### src/rtl/tsb64_pkg.sv
// Shared types, constants and the base64 character function for the
// timestamp trace base64 dump block. No dependencies.
package tsb64_pkg;

    localparam int TICK_W    = 32;
    localparam int TAG_W     = 16;
    localparam int ENTRY_W   = TICK_W + TAG_W;
    localparam int S_TDATA_W = 48;
    localparam int TEXT_W    = 64;
    localparam int CHAR_W    = 8;
    localparam int GROUP_W   = 6;
    localparam int N_CHARS   = 8;

    localparam logic KIND_STORE = 1'b0;
    localparam logic KIND_FLUSH = 1'b1;

    localparam logic [7:0] CH_UPPER_A = 8'h41;
    localparam logic [7:0] CH_LOWER_A = 8'h61;
    localparam logic [7:0] CH_DIGIT_0 = 8'h30;
    localparam logic [7:0] CH_PLUS    = 8'h2B;
    localparam logic [7:0] CH_SLASH   = 8'h2F;

    localparam logic [5:0] GRP_LOWER = 6'd26;
    localparam logic [5:0] GRP_DIGIT = 6'd52;
    localparam logic [5:0] GRP_PLUS  = 6'd62;

    typedef enum logic [1:0] {
        ST_IDLE  = 2'b01,
        ST_FLUSH = 2'b10
    } tsb64_state_t;

    // controller -> datapath
    typedef struct packed {
        logic store;
        logic flush;
        logic issue;
    } tsb64_cmd_t;

    // datapath -> controller
    typedef struct packed {
        logic cnt_zero;
        logic can_issue;
        logic rd_last;
    } tsb64_sts_t;

    function automatic logic [7:0] b64_char(input logic [5:0] v);
        logic [7:0] c;
        logic [7:0] r;
        c = 8'(v);
        if (v < GRP_LOWER) begin
            r = CH_UPPER_A + c;
        end else if (v < GRP_DIGIT) begin
            r = CH_LOWER_A + (c - 8'(GRP_LOWER));
        end else if (v < GRP_PLUS) begin
            r = CH_DIGIT_0 + (c - 8'(GRP_DIGIT));
        end else if (v == GRP_PLUS) begin
            r = CH_PLUS;
        end else begin
            r = CH_SLASH;
        end
        return r;
    endfunction

endpackage

### src/rtl/tsb64_ctrl.sv
// Controller state machine: input handshake, flush sequencing.
// Depends on tsb64_pkg.
module tsb64_ctrl (
    input  logic              aclk,
    input  logic              aresetn,
    input  logic              s_tvalid,
    output logic              s_tready,
    input  logic              kind,
    input  tsb64_pkg::tsb64_sts_t sts,
    output tsb64_pkg::tsb64_cmd_t cmd
);
    import tsb64_pkg::*;

    tsb64_state_t state_reg, state_next;
    logic         accept;

    assign s_tready = (state_reg == ST_IDLE);
    assign accept   = s_tvalid && s_tready;

    always_comb begin
        cmd.store = accept && (kind == KIND_STORE);
        cmd.flush = accept && (kind == KIND_FLUSH);
        cmd.issue = (state_reg == ST_FLUSH) && sts.can_issue;
    end

    always_comb begin
        state_next = state_reg;
        unique case (state_reg)
            ST_IDLE: begin
                if (cmd.flush && !sts.cnt_zero) state_next = ST_FLUSH;
            end
            ST_FLUSH: begin
                // leave once the final entry's read goes out
                if (cmd.issue && sts.rd_last) state_next = ST_IDLE;
            end
            default: state_next = ST_IDLE;
        endcase
    end

    always_ff @(posedge aclk) begin
        if (!aresetn) begin
            state_reg <= ST_IDLE;
        end else begin
            state_reg <= state_next;
        end
    end

endmodule

### src/rtl/tsb64_dp.sv
// Datapath: entry memory, fill count, overflow flag, read stage,
// base64 encoder and output register. Depends on tsb64_pkg.
module tsb64_dp #(
    parameter int BUFFER_DEPTH = 64
) (
    input  logic                          aclk,
    input  logic                          aresetn,
    input  logic [tsb64_pkg::S_TDATA_W-1:0] s_tdata,
    input  tsb64_pkg::tsb64_cmd_t         cmd,
    output tsb64_pkg::tsb64_sts_t         sts,
    output logic                          m_tvalid,
    input  logic                          m_tready,
    output logic [tsb64_pkg::TEXT_W-1:0]  m_tdata,
    output logic                          m_tlast,
    output logic                          m_tuser
);
    import tsb64_pkg::*;

    localparam int CW = $clog2(BUFFER_DEPTH + 1);
    localparam int AW = (BUFFER_DEPTH > 1) ? $clog2(BUFFER_DEPTH) : 1;

    logic [ENTRY_W-1:0] mem [BUFFER_DEPTH];

    logic [CW-1:0]      count_reg, count_next;
    logic               ovf_reg, ovf_next;
    logic [AW-1:0]      rd_idx_reg, last_idx_reg;
    logic               flush_ovf_reg;
    logic               full;
    logic [ENTRY_W-1:0] wr_entry;

    logic               s1_vld_reg;
    logic [ENTRY_W-1:0] s1_data_reg;
    logic               s1_last_reg, s1_ovf_reg;

    logic               m_vld_reg;
    logic [TEXT_W-1:0]  m_data_reg;
    logic               m_last_reg, m_ovf_reg;

    logic               out_load;
    logic [TEXT_W-1:0]  text;

    assign full     = (count_reg == CW'(BUFFER_DEPTH));
    // ticks in the upper bits, tag below
    assign wr_entry = {s_tdata[TICK_W-1:0], s_tdata[TICK_W +: TAG_W]};

    assign out_load = s1_vld_reg && (!m_vld_reg || m_tready);

    always_comb begin
        sts.cnt_zero  = (count_reg == '0);
        sts.can_issue = !s1_vld_reg || out_load;
        sts.rd_last   = (rd_idx_reg == last_idx_reg);
    end

    always_comb begin
        count_next = count_reg;
        ovf_next   = ovf_reg;
        if (cmd.flush) begin
            count_next = '0;
            ovf_next   = 1'b0;
        end else if (cmd.store) begin
            if (full) ovf_next = 1'b1;
            else      count_next = count_reg + 1'b1;
        end
    end

    always_ff @(posedge aclk) begin
        if (!aresetn) begin
            count_reg <= '0;
            ovf_reg   <= 1'b0;
        end else begin
            count_reg <= count_next;
            ovf_reg   <= ovf_next;
        end
    end

    // memory: one write port (store), one registered read port (flush)
    always_ff @(posedge aclk) begin
        if (cmd.store && !full) mem[count_reg[AW-1:0]] <= wr_entry;
        if (cmd.issue)          s1_data_reg <= mem[rd_idx_reg];
    end

    always_ff @(posedge aclk) begin
        if (cmd.flush) begin
            rd_idx_reg    <= '0;
            last_idx_reg  <= AW'(count_reg - 1'b1);
            flush_ovf_reg <= ovf_reg;
        end else if (cmd.issue) begin
            rd_idx_reg <= rd_idx_reg + 1'b1;
        end
        if (cmd.issue) begin
            s1_last_reg <= (rd_idx_reg == last_idx_reg);
            s1_ovf_reg  <= flush_ovf_reg;
        end
    end

    always_ff @(posedge aclk) begin
        if (!aresetn) begin
            s1_vld_reg <= 1'b0;
            m_vld_reg  <= 1'b0;
        end else begin
            if (cmd.issue)     s1_vld_reg <= 1'b1;
            else if (out_load) s1_vld_reg <= 1'b0;
            if (out_load)      m_vld_reg  <= 1'b1;
            else if (m_tready) m_vld_reg  <= 1'b0;
        end
    end

    always_comb begin
        for (int k = 0; k < N_CHARS; k++) begin
            text[TEXT_W-1-CHAR_W*k -: CHAR_W] =
                b64_char(s1_data_reg[ENTRY_W-1-GROUP_W*k -: GROUP_W]);
        end
    end

    always_ff @(posedge aclk) begin
        if (out_load) begin
            m_data_reg <= text;
            m_last_reg <= s1_last_reg;
            m_ovf_reg  <= s1_ovf_reg;
        end
    end

    assign m_tvalid = m_vld_reg;
    assign m_tdata  = m_data_reg;
    assign m_tlast  = m_last_reg;
    assign m_tuser  = m_ovf_reg;

endmodule

### src/rtl/timestamp_trace_base64_dump.sv
// Timestamp trace buffer with base64 dump: each store item appends one entry
// (or sets overflow if full); a flush emits one transaction per entry at one
// per cycle unless m_tready stalls. The first result passes the memory read
// register, then the output register; the read port pauses while it stalls.
// While a flush reads out, s_tready is low; it returns once the last read goes.
// Reset (aresetn low, synchronous) empties the buffer and clears overflow.
module timestamp_trace_base64_dump #(
    parameter int BUFFER_DEPTH = 64
) (
    input  logic        aclk,
    input  logic        aresetn,
    // input channel
    input  logic        s_tvalid,
    output logic        s_tready,
    input  logic [47:0] s_tdata,   // [31:0] tick_count, [47:32] tag
    input  logic        s_tuser,   // [0] kind: 0 store, 1 flush
    // result channel
    output logic        m_tvalid,
    input  logic        m_tready,
    output logic [63:0] m_tdata,   // [63:0] line_text, first char in [63:56]
    output logic        m_tlast,   // last entry of a flush
    output logic        m_tuser    // [0] overflowed
);
    import tsb64_pkg::*;

    tsb64_cmd_t cmd;
    tsb64_sts_t sts;

    // controller: accept transactions, step the flush read sequence
    tsb64_ctrl u_ctrl (
        .aclk     (aclk),
        .aresetn  (aresetn),
        .s_tvalid (s_tvalid),
        .s_tready (s_tready),
        .kind     (s_tuser),
        .sts      (sts),
        .cmd      (cmd)
    );

    // datapath: hold entries, encode on readout, drive the result channel
    tsb64_dp #(
        .BUFFER_DEPTH (BUFFER_DEPTH)
    ) u_dp (
        .aclk     (aclk),
        .aresetn  (aresetn),
        .s_tdata  (s_tdata),
        .cmd      (cmd),
        .sts      (sts),
        .m_tvalid (m_tvalid),
        .m_tready (m_tready),
        .m_tdata  (m_tdata),
        .m_tlast  (m_tlast),
        .m_tuser  (m_tuser)
    );

endmodule

### config.mk
export PLATFORM = sky130hd
export DESIGN_NAME = timestamp_trace_base64_dump
export DESIGN_NICKNAME = d
export VERILOG_FILES = /design/src/rtl/tsb64_pkg.sv /design/src/rtl/tsb64_ctrl.sv /design/src/rtl/tsb64_dp.sv /design/src/rtl/timestamp_trace_base64_dump.sv
export SDC_FILE = /design/constraint.sdc
export NUM_CORES = 2
export LEC_CHECK = 0
export BUFFER_PORTS_ARGS = -buffer_cell sky130_fd_sc_hd__buf_4
export CORE_MARGIN = 2
export CORE_UTILIZATION = 33
export CTS_CLUSTER_DIAMETER = 120
export DETAILED_ROUTE_END_ITERATION = 8
export HOLD_SLACK_MARGIN = 0.08
export SYNTH_ARGS = -nofsm -noshare
export SYNTH_HDL_FRONTEND = slang
export SYNTH_HIERARCHICAL = 1
export SYNTH_SLANG_ARGS = --single-unit
### constraint.sdc
create_clock -name aclk -period 7.9 [get_ports aclk]
set_input_delay 0.395 -clock aclk [delete_from_list [all_inputs] [get_ports aclk]]
set_output_delay 0.395 -clock aclk [all_outputs]
set_load 0.01 [all_outputs]
After elaboration in Yosys (flattened, before gate mapping). Memories as Yosys holds them, arrays and structs flattened. A register that Yosys moved wholly into a read port is not among the register bits. Cells that the tools add are included.

Register bits: 93. Memory bits (writable): 3072. Output and inout bits: 68. Memories kept: 1.

$add $sub $neg: 43. Magnitude comparators: 24. Eq/ne operators: 14. Multiplexer cells: 41. Bitwise operators: 3. Reductions and logical operators: 21.

Memories: u_dp.mem (words 64, width 48, rd ports 1, clocked after memory_dff 1, write ports 1, line tsb64_dp.sv:22) `logic [ENTRY_W-1:0] mem [BUFFER_DEPTH];`.

Operators by type and width (number): $mux W8 (24); $lt A6 B6 Y1 const B (16); $add A6 B8 Y8 const A (8); $add A7 B6 Y8 const A (8); $add A7 B8 Y8 const A (8); $sub A6 B5 Y7 const B (8); $sub A6 B6 Y7 const B (8); $eq A6 B6 Y1 const B (8); $lt A6 B5 Y1 const B (8); $mux W3 (8); $logic_and A1 B1 Y1 (8); $add A7 B1 Y7 const B (1); $eq A7 B7 Y1 const B (1); $logic_not A7 Y1 (1); $add A6 B1 Y6 const B (1); $eq A6 B6 Y1 (1); $mux W1 (6); $reduce_and A2 Y1 (3); $sub A6 B1 Y6 const B (1); $logic_not A1 Y1 (4); $mux W2 (2); $ne A2 B2 Y1 const B (2); $pmux W2 S2 (1); $reduce_bool A2 Y1 (2); 5 further kinds (8).

Depth between registers and ports, before layout.
Word-level depth: 8. Depth in mapped cells: 11. Gate-level depth less buffers: 7.

By module. The synthesis kept the hierarchy.

Modules (own cells, without submodules): tsb64_dp (times used 1, cells an instance 5999, area an instance 125160.0 sq um); tsb64_ctrl (times used 1, cells an instance 11, area an instance 110.1 sq um).

Worst setup path before layout. OpenSTA, ideal clock, no wires.

Path kind: flip-flop to flip-flop. Start point: reg u_ctrl.state_reg[0]. End point: mem u_dp/mem[56][0] (netlist name), enable pin. Library setup time: 454 ps. Data arrival time: 3518 ps. Path slack: 3928 ps. Stages on the path, launching flop included: 7. Buffers on the path: 0. Clock period less this slack: 3972 ps. Cells stage by stage: dfxtp_1 -> nor2b_1 -> and3b_1 -> o21a_1 -> and2_1 -> nand2_1 -> nor2_1.

RTL lines: start, declared (line tsb64_ctrl.sv:14) `tsb64_state_t state_reg, state_next;`; start signal, assigned (line tsb64_ctrl.sv:44) `state_reg <= state_next;`; end, declared (line tsb64_dp.sv:22).

Worst setup path in the final report.
Start point: reg u_dp.count_reg[3]. End point: mem u_dp/mem[48][7] (netlist name), enable pin.

Word-level cells in the longest chain between the ends: 5.

RTL lines: start, declared (line tsb64_dp.sv:24) `logic [CW-1:0] count_reg, count_next;`; start signal, assigned (line tsb64_dp.sv:71) `count_reg <= count_next;`; $eq A7 B7 Y1 (line tsb64_dp.sv:42) `assign full = (count_reg == CW'(BUFFER_DEPTH));`; $logic_not A1 Y1 (line tsb64_dp.sv:78) `if (cmd.store && !full) mem[count_reg[AW-1:0]] <= wr_entry;`; $logic_and A1 B1 Y1 (line tsb64_dp.sv:78); $mux W1 (line tsb64_dp.sv:78); $mux W1 (not written as such) (line tsb64_dp.sv:78).

Parallel ways exist; a longest one is shown, timed or not.

==> reports/results.ini <==
[timing]
tns_ns=0
skew_ns=0.0742
fmax_ghz=0.217
finalHoldViolations=0
period_needed_ns=4.60
setup_violations=0
grt_setup_unrepaired=false
drv_slew=0
post-route-period-util_pct=58.3
max-slew-margin-rel_pct=20.2
setup_slack_ns=3.30
worst_slew_pin_slew_ns=1.19

[synthesis]
ys_seq_elements=3213
synth_flop_cell=edfxtp_1
ys_warn_count=6
synth_area_per_cell_um2=20.8
syn_nets=6131
synthArstFlopShare_pct=0
synth_edf_count=3195
seq_area_frac_synth_pct=76.9
synth_area_um2=125000
synthCells=6010
synth_cell_types=69

[worst_hold_path]
min_from=s_tdata[4]
min_to=u_dp/mem[53][20]
hp-class=input pin to flop
hold_path_depth=1

[power]
power_mw=34.6
power.leakage_nw=42.8
ir_worst_vdd_mv=0.180
p_per_area_nw_per_um2=241

[final_layout]
fin_area_um2=144000
largest_reg_flops=3072
syn2layout_area_growth_pct=14.6
multi_input_area_um2=27500
layout-drive-gt1-share_pct=21.9
fin_nets=6444
final_cell_mix=3195 x edfxtp_1, 614 x mux4_2, 381 x mux2i_1
final_common_cell=edfxtp_1
fill_cells=33879
regArea_um2=96300

[drt]
via_count=63951
vias_per_cell=5.50
drt_iter0_markers=7844
dr.pass1.iters=5
routed_wl_um=349000
detail_route.wl_per_cell_um=30.1
drc=0
ant_nets=0

[run]
maxCapViolCount=0

[critical_path]
worstReg2RegEnd=u_dp/mem[48][7]
crit_required_ns=8.43
crit_type=flop to flop
r2r_cells=6
critPathMaxFanout=27
crit_path_start_kind=flop
worstReg2RegStart=u_dp/count_reg[3]
critPathArrivalTime_ns=5.14
end_kind=flop
rrSetupSlack_ns=3.30

[floorplan]
die-area_um2=385000
die_w_um=620
die_h_um=620
ios=121
row_count=226
core_area_um2=378000
initial_core_util_pct=33.1

[global_routing]
grt-ovfl-total=0
grt_pass1_vias=62473
grt_max_degree=113
grt_first_pass_wirelength_um=487000
antenna_found_initial=16
grt_usage_pct=17.8

[placement]
pre_cts_slack_ns=3.35
io_buffer_count=120
post_dp_cell_area_um2=132000
gp_congestion=0.829
dp_hpwl_um=208000

[clock_network]
cts_buffers=337
tritoncts=yes
clock_path_buffers=4
h-tree-depth=5
clk_pin_slew_worst_paths_ns=0.06
clock-sinks=3213
clock-root-buffer=clkbuf_16
cts_setup_buffers=0
insertion_delay_ns=0.95

[outcome]
status=complete, no violations

==> power breakdown <==
group          internal [mW]  leakage (nW)  switching (mW)
Clock                   8.75          5.21            6.57
Combinational         0.0734          8.69           0.396
Sequential              18.8          28.9         0.00577
Total                   27.6          42.8            6.97
==> logic make-up (layout without fill, tap and decap cells) <==
kind of cell             Yosys count  count (layout)  synth area share [%]
flip-flops                      3213            3213                  76.9
multiplexers                     997             997                  14.1
AO/OA/AOI/OAI                    821             821                  4.49
AND/OR/NAND/NOR                  455             455                  1.75
buffers and inverters            383             973                  1.60
XOR/XNOR                          73              73                 0.510
adder cells (fa/ha/maj)           68              68                 0.679
other                              0               9                     0
==> per-stage QoR <==
| stage | std cells | util [%] | hold slack (ns) |
|---|---|---|---|
| finish | 11625 | 37.9 | 0.0630 |
| global route | 11618 | 37.9 | 0.0914 |
| CTS | 11616 | 37.9 | 0.0810 |
| detailed placement | 10956 | 35.0 | 0.409 |
| global placement | 10956 | 35.0 | 0.407 |
| floorplan | 6010 | - | 0.400 |
==> worst max path at each step <==
stage	start	to	slack [ns]	cells after the start
2_1_floorplan	u_ctrl/state_reg[0]	u_dp/mem[56][0]	3.93	6
3_3_place_gp	u_dp/count_reg[3]	u_dp/mem[48][7]	3.31	6
3_5_place_dp	u_dp/count_reg[3]	u_dp/mem[48][7]	3.35	6
4_1_cts	u_dp/count_reg[3]	u_dp/mem[48][7]	3.34	6
5_1_grt	u_dp/count_reg[3]	u_dp/mem[48][32]	3.16	6
6_report	u_dp/count_reg[3]	u_dp/mem[48][7]	3.30	6
==> synthesized netlist by cell type (4+ instances only) <==
| cell type | n | area (µm²) |
|---|---|---|
| inv_1 | 42 | 158 |
| nand3_1 | 59 | 295 |
| and2_1 | 13 | 81.3 |
| edfxtp_1 | 3195 | 95900 |
| nor2b_1 | 46 | 288 |
| a21o_1 | 25 | 188 |
| mux2i_1 | 381 | 3810 |
| a31o_2 | 7 | 61.3 |
| or2_2 | 4 | 25.0 |
| xor2_1 | 34 | 298 |
| ha_1 | 68 | 851 |
| a21oi_1 | 174 | 871 |
| o21a_1 | 5 | 37.5 |
| nor3_1 | 12 | 60.1 |
| nor3b_1 | 12 | 90.1 |
| o211ai_1 | 26 | 195 |
| o21ai_0 | 74 | 370 |
| buf_2 | 111 | 556 |
| nand4_1 | 10 | 62.6 |
| o31ai_1 | 4 | 30.0 |
| mux4_2 | 614 | 13800 |
| buf_1 | 22 | 82.6 |
| o22ai_1 | 65 | 407 |
| buf_6 | 30 | 338 |
| o21ai_1 | 7 | 35.0 |
| buf_4 | 50 | 375 |
| nand2_1 | 131 | 492 |
| and3_1 | 4 | 25.0 |
| a221oi_1 | 18 | 158 |
| clkbuf_1 | 126 | 473 |
| a31oi_1 | 32 | 200 |
| a211oi_1 | 108 | 811 |
| a2111oi_0 | 9 | 78.8 |
| nand2b_1 | 15 | 93.8 |
| xnor2_1 | 39 | 342 |
| or3_1 | 4 | 25.0 |
| nand3b_1 | 7 | 52.6 |
| nor2_1 | 122 | 458 |
| a22o_1 | 69 | 604 |
| dfxtp_1 | 18 | 360 |
| a22oi_1 | 136 | 1020 |
| o221ai_1 | 39 | 342 |
==> final cells by class <==
class,count,share of cell area [%]
Tap cell,5016,4.37
Multi-Input combinational cell,2414,19.2
Clock buffer,410,6.13
Sequential cell,3213,67.1
Antenna cell,9,0.0157
Clock inverter,206,1.28
Timing Repair Buffer,315,1.82
Inverter,42,0.110
==> critical path: stages, from the launching register on <==
cell	delay [ns]
dfxtp_1	0.55
or3_1	0.77
o21a_1	0.41
and2_1	0.28
nand2_1	0.57
nor2_4	1.02
buf_4	0.57
==> per-layer routing <==
metal | wire length, µm | up-vias | global-route usage, %
met1 | 142000 | 34614 | 24.6
li1 | - | 25818 | -
met2 | 168000 | 3022 | 29.0
met4 | 12500 | 4 | 6.20
met3 | 27000 | 493 | 2.28
met5 | 30 | - | 0
==> timing repair <==
action | in CTS | in global routing
endpoints found under the hold margin | 692 | 0
resized for setup | 0 | 0
hold buffers | 44 | 0
(Power assumes the default switching activity.)
